--- src/hdl/pn3_pkg.sv ---
// shared constants and the permutation rom for the 3d noise block
`default_nettype none

package pn3_pkg;

  localparam int unsigned COORD_W       = 32;
  localparam int unsigned NOISE_W       = 16;
  localparam int unsigned CELL_W        = 8;
  localparam int unsigned FRAC_BITS_DEF = 16;

  localparam logic [7:0] PERM [256] = '{
    8'd151, 8'd160, 8'd137, 8'd91,  8'd90,  8'd15,  8'd131, 8'd13,
    8'd201, 8'd95,  8'd96,  8'd53,  8'd194, 8'd233, 8'd7,   8'd225,
    8'd140, 8'd36,  8'd103, 8'd30,  8'd69,  8'd142, 8'd8,   8'd99,
    8'd37,  8'd240, 8'd21,  8'd10,  8'd23,  8'd190, 8'd6,   8'd148,
    8'd247, 8'd120, 8'd234, 8'd75,  8'd0,   8'd26,  8'd197, 8'd62,
    8'd94,  8'd252, 8'd219, 8'd203, 8'd117, 8'd35,  8'd11,  8'd32,
    8'd57,  8'd177, 8'd33,  8'd88,  8'd237, 8'd149, 8'd56,  8'd87,
    8'd174, 8'd20,  8'd125, 8'd136, 8'd171, 8'd168, 8'd68,  8'd175,
    8'd74,  8'd165, 8'd71,  8'd134, 8'd139, 8'd48,  8'd27,  8'd166,
    8'd77,  8'd146, 8'd158, 8'd231, 8'd83,  8'd111, 8'd229, 8'd122,
    8'd60,  8'd211, 8'd133, 8'd230, 8'd220, 8'd105, 8'd92,  8'd41,
    8'd55,  8'd46,  8'd245, 8'd40,  8'd244, 8'd102, 8'd143, 8'd54,
    8'd65,  8'd25,  8'd63,  8'd161, 8'd1,   8'd216, 8'd80,  8'd73,
    8'd209, 8'd76,  8'd132, 8'd187, 8'd208, 8'd89,  8'd18,  8'd169,
    8'd200, 8'd196, 8'd135, 8'd130, 8'd116, 8'd188, 8'd159, 8'd86,
    8'd164, 8'd100, 8'd109, 8'd198, 8'd173, 8'd186, 8'd3,   8'd64,
    8'd52,  8'd217, 8'd226, 8'd250, 8'd124, 8'd123, 8'd5,   8'd202,
    8'd38,  8'd147, 8'd118, 8'd126, 8'd255, 8'd82,  8'd85,  8'd212,
    8'd207, 8'd206, 8'd59,  8'd227, 8'd47,  8'd16,  8'd58,  8'd17,
    8'd182, 8'd189, 8'd28,  8'd42,  8'd223, 8'd183, 8'd170, 8'd213,
    8'd119, 8'd248, 8'd152, 8'd2,   8'd44,  8'd154, 8'd163, 8'd70,
    8'd221, 8'd153, 8'd101, 8'd155, 8'd167, 8'd43,  8'd172, 8'd9,
    8'd129, 8'd22,  8'd39,  8'd253, 8'd19,  8'd98,  8'd108, 8'd110,
    8'd79,  8'd113, 8'd224, 8'd232, 8'd178, 8'd185, 8'd112, 8'd104,
    8'd218, 8'd246, 8'd97,  8'd228, 8'd251, 8'd34,  8'd242, 8'd193,
    8'd238, 8'd210, 8'd144, 8'd12,  8'd191, 8'd179, 8'd162, 8'd241,
    8'd81,  8'd51,  8'd145, 8'd235, 8'd249, 8'd14,  8'd239, 8'd107,
    8'd49,  8'd192, 8'd214, 8'd31,  8'd181, 8'd199, 8'd106, 8'd157,
    8'd184, 8'd84,  8'd204, 8'd176, 8'd115, 8'd121, 8'd50,  8'd45,
    8'd127, 8'd4,   8'd150, 8'd254, 8'd138, 8'd236, 8'd205, 8'd93,
    8'd222, 8'd114, 8'd67,  8'd29,  8'd24,  8'd72,  8'd243, 8'd141,
    8'd128, 8'd195, 8'd78,  8'd66,  8'd215, 8'd61,  8'd156, 8'd180
  };

endpackage

`default_nettype wire

--- src/hdl/pn3_fade.sv ---
// four-stage quintic fade curve 6t^5-15t^4+10t^3 in fixed point
`default_nettype none

module pn3_fade #(
  parameter int unsigned FracBits = pn3_pkg::FRAC_BITS_DEF
) (
  input  wire logic                clk_i,
  input  wire logic                en_i,
  input  wire logic [FracBits-1:0] t_i,
  output logic      [FracBits:0]   fade_o
);

  localparam int unsigned F  = FracBits;
  localparam int unsigned PW = 2 * F + 8;
  localparam int unsigned CW = F + 5;

  localparam logic signed [CW-1:0] FIFTEEN = CW'(15) << F;
  localparam logic signed [CW-1:0] TEN     = CW'(10) << F;
  localparam logic signed [PW-1:0] HALF_S  = PW'(1) << (F - 1);
  localparam logic signed [PW-1:0] ONE_S   = PW'(1) << F;
  localparam logic [2*F+1:0]       HALF_U  = (2 * F + 2)'(1) << (F - 1);

  // stage 1: t*(6t-15) and t*t
  logic signed [CW-1:0] lin;
  logic signed [PW-1:0] pc_d, pc_q;
  logic [2*F-1:0]       pt2_d, pt2_q;
  logic [F-1:0]         t1_q;

  // stage 2: c and t2*t
  logic signed [PW-1:0] cw;
  logic signed [CW-1:0] c_d, c_q;
  logic [2*F+1:0]       t2w;
  logic [2*F:0]         t3p_d, t3p_q;

  // stage 3: t3*c
  logic [2*F+1:0]       t3w;
  logic signed [PW-1:0] fp_d, fp_q;

  // stage 4: round and clamp
  logic signed [PW-1:0] fw;
  logic [F:0]           f_d, f_q;

  always_comb begin
    lin   = $signed({4'b0, t_i, 1'b0}) + $signed({3'b0, t_i, 2'b0}) - FIFTEEN;
    pc_d  = PW'($signed({1'b0, t_i})) * PW'(lin);
    pt2_d = (2 * F)'(t_i) * (2 * F)'(t_i);

    cw    = (pc_q + HALF_S) >>> F;
    c_d   = cw[CW-1:0] + TEN;
    t2w   = ((2 * F + 2)'(pt2_q) + HALF_U) >> F;
    t3p_d = (2 * F + 1)'(t2w[F:0]) * (2 * F + 1)'(t1_q);

    t3w   = ((2 * F + 2)'(t3p_q) + HALF_U) >> F;
    fp_d  = PW'($signed({1'b0, t3w[F:0]})) * PW'(c_q);

    fw    = (fp_q + HALF_S) >>> F;
    if (fw < 0) begin
      f_d = '0;
    end else if (fw > ONE_S) begin
      f_d = ONE_S[F:0];
    end else begin
      f_d = fw[F:0];
    end
  end

  always_ff @(posedge clk_i) begin
    if (en_i) begin
      pc_q  <= pc_d;
      pt2_q <= pt2_d;
      t1_q  <= t_i;
      c_q   <= c_d;
      t3p_q <= t3p_d;
      fp_q  <= fp_d;
      f_q   <= f_d;
    end
  end

  assign fade_o = f_q;

endmodule

`default_nettype wire

--- config.mk ---
export PLATFORM = sky130hd
export DESIGN_NAME = pn3_fade
export DESIGN_NICKNAME = d
export VERILOG_FILES = /design/src/hdl/pn3_pkg.sv /design/src/hdl/pn3_fade.sv
export SDC_FILE = /design/constraint.sdc
export NUM_CORES = 2
export LEC_CHECK = 0
export BUFFER_PORTS_ARGS = -buffer_cell sky130_fd_sc_hd__buf_4
export CAP_MARGIN = 20
export CELL_PAD_IN_SITES_DETAIL_PLACEMENT = 0
export CELL_PAD_IN_SITES_GLOBAL_PLACEMENT = 1
export CORE_MARGIN = 1.5
export CORE_UTILIZATION = 42
export CTS_CLUSTER_SIZE = 10
export DETAILED_ROUTE_END_ITERATION = 10
export MAX_ROUTING_LAYER = met4
export PLACE_DENSITY_LB_ADDON = 0.15
export SYNTH_ARGS = -nofsm -noshare
export SYNTH_HDL_FRONTEND = slang
export SYNTH_SLANG_ARGS = --single-unit
--- constraint.sdc ---
create_clock -name clk_i -period 11.2 [get_ports clk_i]
set_input_delay 2.24 -clock clk_i [delete_from_list [all_inputs] [get_ports clk_i]]
set_output_delay 2.24 -clock clk_i [all_outputs]
set_load 0.05 [all_outputs]
==> out/qor.yml <==
status: "finished, final reports clean"
clkLatencyLatePin_ns: 0.50
rsz0062_at_grt: "false"
cts_tree: "done"
relSlewSlack: 0.279
cts-root-buf: "clkbuf_16"
rr_worst_depth: 29
fillers: 10538
seq_area_um2: 4050
syn_to_final_growth_pct: 5.70
synth-seq-cells: 135
die_w_um: 330
place.gp.congestion: 0.868
clock_tree.buffer_depth: 2
post_cts_buffers: 0
cp_common_cell: "fa_1"
antenna_found_initial: 0
async_flop_share: 0
grt_pass1_wl_um: 181000
clock_sinks: 135
timing.final.crit_share: 0.918
drtIter0Drc: 1214
cts.clk_slew.worst_paths_ns: 0.07
finalSetupTns_ns: 0
drive_gt1_frac: 0.0363
fin_ws_ns: 0.921
hold_viol: 0
synth_edf_count: 135
hp-class: "reg2reg"
hp-start: "pc_q[19]"
required_ns: 11.42
period_needed_ns: 10.28
arrival_ns: 10.50
finClkSkew_ns: 0.0198
worstMarginPinSlew_ns: 1.08
io_pins: 35
dp_slack_ns: 0.424
grt.total_usage: 0.221
cp_slowest_cell: "ha_1"
fmax_ghz: 0.0973
synth_seq_area_share: 0.0902
synthTopCellsByArea: "fa_1 (46%), ha_1 (12%), inv_1 (11%), edfxtp_1 (9.0%), nand2_1 (5.8%)"
htreeDepth: 4
cts_made_buffers: 17
min_to: "c_q[3]"
syn_area_um2: 44900
cts_resized: 0
setup_violations: 0
vias_per_cell: 4.82
r2r_start: "t3p_q[17]"
avgRoutedWirePerCell_um: 17.7
dr.pass1.iters: 6
rrSetupSlack_ns: 3.52
fin_nets: 6260
ant_nets: 0
ctsHoldBuffers: 0
row_count: 119
initial_core_util: 0.425
grt-ovfl-total: 0
worstReg2RegEnd: "fp_q[37]"
antenna_cells: 0
grt_max_degree: 79
dp_hpwl_um: 90500
cp-end-kind: "flip-flop"
cp-start-kind: "input port"
synth_top_area_share: 0.457
avgSynthCellArea_um2: 9.32
syn_nets: 6300
ys_warn_count: 0
multi_input_area_um2: 35300
crit_fanout: 18
port_buffers: 34
drc_errors: 0
synthCells: 4824
drv_cap: 0
num_vias: 29822
synth.distinct_cells: 71
maxSlewViolCount: 0
hold_depth: 1
synth_ff_type: "edfxtp_1"
die-area_um2: 109000
yosysTopAreaCell: "fa_1"
critical_path_class: "in2reg"
grt_pass1_vias: 32667
slowest_delay_ns: 0.53
coreArea_um2: 106000
wl_um: 110000
die_h_um: 330
-- Yosys cell counts (4+ instances only) --
master / number
a211oi_1: 7
a21o_1: 29
a21oi_1: 64
a31oi_1: 7
and2_1: 285
and3_1: 25
and4_1: 7
buf_1: 10
buf_2: 6
clkbuf_1: 144
clkinv_1: 4
edfxtp_1: 135
fa_1: 1025
ha_1: 433
inv_1: 1329
nand2_1: 690
nand2b_1: 14
nand3_1: 54
nand4_1: 17
nor2_1: 137
nor2b_1: 58
nor3_1: 31
o211ai_1: 4
o21a_1: 14
o21ai_0: 28
o21ai_1: 5
o21bai_1: 8
or2_2: 7
or3_1: 10
xnor2_1: 112
xor2_1: 70
-- cells by family (layout without fill, tap and decap cells) --
kind of cell,count (synthesis),after routing,synth area share
fa+ha+maj,1458,1458,0.577
flops,135,135,0.0902
simple gates,1350,1350,0.141
mux,3,3,0.000724
buf+inv,1495,1468,0.125
compound gates,200,200,0.0297
xor+xnor,183,183,0.0358
-- stage by stage --
stage | std cells | hold WS (ns) | instance area, um^2 | utilization
global route | 6188 | 0.595 | 47500 | 0.449
CTS | 6188 | 0.573 | 47500 | 0.449
detailed placement | 6156 | 0.555 | 46900 | 0.444
floorplan | 4824 | 0.541 | 44900 | -
global placement | 6156 | 0.548 | 46900 | 0.444
finish | 6188 | 0.575 | 47500 | 0.449
-- critical path, delay by kind of cell --
kind	cells	cell delay, ns
xor+xnor	3	0.80
buf+inv	5	0.63
fa+ha+maj	9	4.00
compound gates	12	2.43
simple gates	4	0.38
-- state kept, by name, summed over array words and instances, names as in the netlist --
name and flops:
pc_q 23, pt2_q 17, t1_q 15, c_q 21, t3p_q 18, fade_o 17, fp_q 24
-- worst max-delay path by stage --
stage | start | end | cells after the start
after floorplan | t_i[1] | pc_q[30] | 36
after global placement | t_i[2] | pc_q[36] | 33
after detailed placement | t_i[2] | pc_q[36] | 33
after CTS | t_i[2] | pc_q[36] | 33
after global routing | t_i[2] | pc_q[36] | 33
final | t_i[2] | pc_q[36] | 33
-- cells in the final DEF (no fill, tap or decap), types with 64 or more instances in the layout --
cell type / count
fa_1: 1025
and2_1: 285
xnor2_1: 106
edfxtp_1: 135
nor2_1: 137
xor2_1: 66
ha_1: 433
a21oi_1: 64
inv_1: 1329
buf_4: 102
nand2_1: 690
-- routing by layer --
layer / track usage / share of wire / wire length [um] / vias up
li1: - / - / - / 13969
met1: 0.311 / 0.48 / 52900 / 15245
met2: 0.345 / 0.46 / 50600 / 523
met3: 0.0290 / 0.041 / 4530 / 85
met4: 0.0402 / 0.014 / 1520 / 0
met5: - / 0 / 0 / -
-- area by class of cell --
type                    count  area share
clock buffers              18     0.00903
clock inverters            14     0.00350
inverters                1333       0.105
multi-input cells        3194       0.744
flip-flops and latches    135      0.0853
well taps                1391      0.0366
repair buffers            103      0.0164
Power is not shown: default switching activity piles up to over one toggle a cycle in this logic, so the estimate is an artifact.
